## src/hdl/bap_pkg.sv

```systemverilog
// Shared types, widths and codes of the block-average pixelation unit.
package bap_pkg;

    localparam int PIX_W      = 8;
    localparam int POS_W      = 11;
    localparam int SUM_W      = 20;
    localparam int BSZ_W      = 7;
    localparam int DIM_W      = 12;
    localparam int CFG_IDX_W  = 2;
    localparam int CFG_DATA_W = 12;
    localparam int DIV_LANES  = 4;

    localparam logic [CFG_IDX_W-1:0] CFG_BLOCK_SIZE   = 2'd0;
    localparam logic [CFG_IDX_W-1:0] CFG_FRAME_WIDTH  = 2'd1;
    localparam logic [CFG_IDX_W-1:0] CFG_FRAME_HEIGHT = 2'd2;

    localparam logic [BSZ_W-1:0] BLOCK_SIZE_RESET   = 7'd8;
    localparam logic [DIM_W-1:0] FRAME_WIDTH_RESET  = 12'd640;
    localparam logic [DIM_W-1:0] FRAME_HEIGHT_RESET = 12'd480;

    typedef struct packed {
        logic [PIX_W-1:0] blue_in;
        logic [PIX_W-1:0] green_in;
        logic [PIX_W-1:0] red_in;
    } bap_in_t;

    typedef struct packed {
        logic [PIX_W-1:0] blue_mean;
        logic [PIX_W-1:0] green_mean;
        logic [PIX_W-1:0] red_mean;
        logic [POS_W-1:0] block_row;
        logic [POS_W-1:0] block_col;
        logic             frame_done;
    } bap_out_t;

    typedef enum logic [2:0] {
        ST_IDLE,
        ST_UPDATE,
        ST_MEAN_START,
        ST_MEAN_WAIT,
        ST_EMIT,
        ST_RECALC_START,
        ST_RECALC_WAIT
    } bap_state_t;

    typedef struct packed {
        logic cfg_write;
        logic capture;
        logic update;
        logic div_start;
        logic div_recalc;
        logic recalc_load;
        logic out_load;
    } bap_cmd_t;

    typedef struct packed {
        logic emit;
        logic div_done;
        logic out_free;
    } bap_status_t;

endpackage

```

## src/hdl/bap_controller.sv

```systemverilog
// Controller state machine sequencing pixel updates, mean division and position recovery.
module bap_controller
    import bap_pkg::*;
(
    input  logic        clk,
    input  logic        rst_n,
    input  logic        pixel_valid,
    output logic        pixel_stall,
    input  logic        cfg_valid,
    output logic        cfg_ready,
    input  bap_status_t status,
    output bap_cmd_t    cmd
);

    bap_state_t state_reg, state_next;

    always_comb
    begin
        state_next = state_reg;
        case (state_reg)
            ST_IDLE:
            begin
                if (cfg_valid)
                begin
                    state_next = ST_RECALC_START;
                end
                else if (pixel_valid)
                begin
                    state_next = ST_UPDATE;
                end
            end
            ST_UPDATE:
            begin
                state_next = status.emit ? ST_MEAN_START : ST_IDLE;
            end
            ST_MEAN_START:
            begin
                state_next = ST_MEAN_WAIT;
            end
            ST_MEAN_WAIT:
            begin
                if (status.div_done)
                begin
                    state_next = ST_EMIT;
                end
            end
            ST_EMIT:
            begin
                if (status.out_free)
                begin
                    state_next = ST_IDLE;
                end
            end
            ST_RECALC_START:
            begin
                state_next = ST_RECALC_WAIT;
            end
            ST_RECALC_WAIT:
            begin
                if (status.div_done)
                begin
                    state_next = ST_IDLE;
                end
            end
            default:
            begin
                state_next = ST_IDLE;
            end
        endcase
    end

    always_comb
    begin
        cmd             = '0;
        cfg_ready       = (state_reg == ST_IDLE);
        pixel_stall     = (state_reg != ST_IDLE) || cfg_valid;
        cmd.cfg_write   = (state_reg == ST_IDLE) && cfg_valid;
        cmd.capture     = (state_reg == ST_IDLE) && pixel_valid && !cfg_valid;
        cmd.update      = (state_reg == ST_UPDATE);
        cmd.div_start   = (state_reg == ST_MEAN_START) || (state_reg == ST_RECALC_START);
        cmd.div_recalc  = (state_reg == ST_RECALC_START);
        cmd.recalc_load = (state_reg == ST_RECALC_WAIT) && status.div_done;
        cmd.out_load    = (state_reg == ST_EMIT) && status.out_free;
    end

    // Reset starts with a position recovery pass so the block counters match the registers.
    always_ff @(posedge clk or negedge rst_n)
    begin
        if (!rst_n)
        begin
            state_reg <= ST_RECALC_START;
        end
        else
        begin
            state_reg <= state_next;
        end
    end

endmodule

```

## config.mk

```make
export PLATFORM = sky130hd
export DESIGN_NAME = bap_controller
export DESIGN_NICKNAME = d
export VERILOG_FILES = /design/src/hdl/bap_pkg.sv /design/src/hdl/bap_controller.sv
export SDC_FILE = /design/constraint.sdc
export NUM_CORES = 1
export LEC_CHECK = 0
export ABC_AREA = 1
export BUFFER_PORTS_ARGS = -buffer_cell sky130_fd_sc_hd__buf_2
export CAP_MARGIN = 20
export CORE_AREA = 5 5 42 44
export CTS_CLUSTER_DIAMETER = 30
export DETAILED_ROUTE_END_ITERATION = 8
export DIE_AREA = 0 0 47 49
export SYNTH_ARGS = -nofsm -noshare
export SYNTH_HDL_FRONTEND = slang
export SYNTH_SLANG_ARGS = --single-unit
```

## constraint.sdc

```tcl
create_clock -name clk -period 1.2 [get_ports clk]
set_input_delay 0.06 -clock clk [delete_from_list [all_inputs] [get_ports clk]]
set_output_delay 0.06 -clock clk [all_outputs]
set_load 0.01 [all_outputs]
```

==> results.toml <==
[worst_setup_path]
crit_slowest_cell = "dfstp_2"
slowest_delay_ps = 620
cp_max_fo = 5
r2r_setup_slack_ps = -30
r2r_start = "state_reg[0]"
r2r-end = "state_reg[2]"
crit_family = "flip-flops"
cp.required_ps = 1140
reg2reg_depth = 7
crit_arrival_ps = 1250
end_kind = "output port"
path_buf_inv = 3
path_class = "reg -> out"
crit_path_start_kind = "flop"
path_cells = "buf_6 -> buf_4 -> nor3_2 -> buf_2"
cp.depth = 4

[yosys]
yosys.area.top_type = "dfstp_2"
yosys-top-cells-area = "dfstp_2 (18%), nand3_1 (16%), nand2_1 (13%)"
yosysWarnings = 0
yosysUniqueCellTypes = 16
synthCells = 44
avgSynthCellArea_um2 = 6.484
syn_nets = 51
synth_top_area_share_pct = 18.42
netlist_area_um2 = 285.3
synth-edff-count = 0
synth-seq-cells = 3
post-synth-top-count-cell = "nand2_1"
netlist_top_cells_count = "nand2_1 (10), nand3_1 (9), inv_2 (5)"
synth-seq-area-share_pct = 27.19
synthFlopType = "dfstp_2"
synthArstFlopShare_pct = 100.0

[finish]
stdcell_area_um2 = 528.0
largest_reg_flops = 3
syn_to_final_growth_pct = 85.09
nNetsFinal = 79
drive_gt1_share_pct = 63.38
n_antenna_cell = 0

[run_status]
violations = "negative setup slack"
status = "finished, violations left"

[detailed_routing]
vias = 391
firstDrtPassIters = 2
drc = 0
totalWireLength_um = 910
wire_per_inst_um = 10.46
viasPerCell = 4.494
ant_nets = 0
drt-initial-drc-count = 1

[placed_design]
routabilityCongestion = 0.8298
placed_area_um2 = 375.4
hpwl_um = 585
pre_cts_slack_ps = 57.73
port_buffers = 15

[power]
combPwrFrac_pct = 64.2
clkPwrFrac_pct = 12.8
power_mw = 1.361
vdd_drop_max_v = 0.0007458
swShare_pct = 45.78
internal-power_mw = 0.7377
power_density_nw_per_um2 = 2577
p_leak_nw = 0.2987
pwr-share-seq_pct = 23.0
switchingPower_mw = 0.6229

[sta]
relSlewSlack_pct = 87.17
rsz0062_at_grt = "yes"
hold_violations = 0
setup_ws_ps = -114.2
clock.fmax_mhz = 760.9
worstMarginPinSlew_ps = 190.9
finalSetupViolCount = 12
finalCritPeriodShare_pct = 109.5
skew_ps = 1.978
drv_slew = 0
fin_crit_ps = 1314

[min_path]
hold_depth = 3
hold_path_end = "state_reg[1]"
min_path_type = "in -> reg"
hold_start = "status[2]"

[die]
row_count = 14
dieArea_um2 = 2303
fp.dieW_um = 47
die_h_um = 49
io_pins = 16
initial_core_util_pct = 20.36
core_um2 = 1401

[cts]
cts_max_path_buffers = 2
cts_tree = "built"
htreeDepth = 1
clock_latency_ps = 230
cts.sinks = 3
clk_pin_slew_ps = 40
cts_buffers = 3
cts-root-buf = "clkbuf_4"

[grt]
grt_pass1_wl_um = 1179
grt_usage_pct = 6.987
antenna_found_initial = 0
grt_pass1_vias = 339
grt_max_degree = 9
grt_overflow_total = 0

[job]
drv_cap = 0
==> cell usage in the layout, fill, tap and decap left out, types with 2 or more instances in the layout <==
master / instances
clkbuf_4: 3
buf_6: 3
inv_1: 2
nand3_1: 6
buf_2: 13
nand4_1: 2
nand2_1: 9
dfstp_2: 2
nand3_2: 3
nand2_2: 2
nor2_1: 4
inv_2: 5
buf_4: 7
==> cells by family after synthesis <==
family / synth area share (%)
buf+inv: 18.42
simple gates: 54.39
flops: 27.19
==> worst reg2reg max path: stages (launching register included) <==
cell and delay, ps:
dfstp_2 620, buf_4 150, nand3_2 70, nand2_1 90
nand2_2 80, nand2_1 70, nand2_1 40, nand2_1 50
==> area by class of cell <==
class / instances / area (um2)
Fill cell: 160 / 873.3
Multi-Input combinational cell: 31 / 191.4
Timing Repair Buffer: 24 / 161.4
Sequential cell: 3 / 78.83
Inverter: 9 / 50.05
Clock buffer: 4 / 26.28
Tap cell: 16 / 20.02
==> through the flow <==
step           utilization [%]  setup TNS (ps)  hold WS [ps]  cells
5_1_grt                  37.68           -1298         104.7     87
2_1_floorplan                -               0        -235.6     44
4_1_cts                  32.14          -710.7         66.22     82
6_report                 37.68          -725.4         109.5     87
3_5_place_dp             26.79               0        -144.2     74
3_3_place_gp             26.79               0        -143.1     74
==> per-layer routing <==
layer / up-vias / routed length (um) / track usage, %
met5: - / 0 / 0
met4: 0 / 14 / 6.912
met3: 2 / 14 / 0
met2: 5 / 559 / 12.44
met1: 189 / 321 / 6.416
li1: 195 / - / -
==> timing repair <==
item,in CTS,in global routing
endpoints found under the hold margin,3,0
endpoints found under the setup margin,9,11
hold buffers,1,0
pin swaps,2,3
setup buffers,3,5
resized for setup,4,9
==> how the worst max path moves through the flow <==
stage                       startpoint     end  slack [ps]
final                     state_reg[2]  cmd[4]        -110
after detailed placement  state_reg[2]  cmd[0]          60
after floorplan           state_reg[2]  cmd[0]          90
after global placement    state_reg[2]  cmd[0]          40
after global routing      state_reg[2]  cmd[1]        -160
after CTS                 state_reg[2]  cmd[1]        -120
==> power groups by stage <==
| stage | logic (mW) | clock network, mW | registers [mW] |
|---|---|---|---|
| 2_1_floorplan | 0.422 | 0 | 0.236 |
| 3_3_place_gp | 0.539 | 0 | 0.289 |
| 6_report | 0.874 | 0.174 | 0.313 |
| 4_1_cts | 0.641 | 0.183 | 0.290 |
| 5_1_grt | 0.959 | 0.190 | 0.316 |
| 3_5_place_dp | 0.538 | 0 | 0.292 |
(Power assumes the default switching activity.)
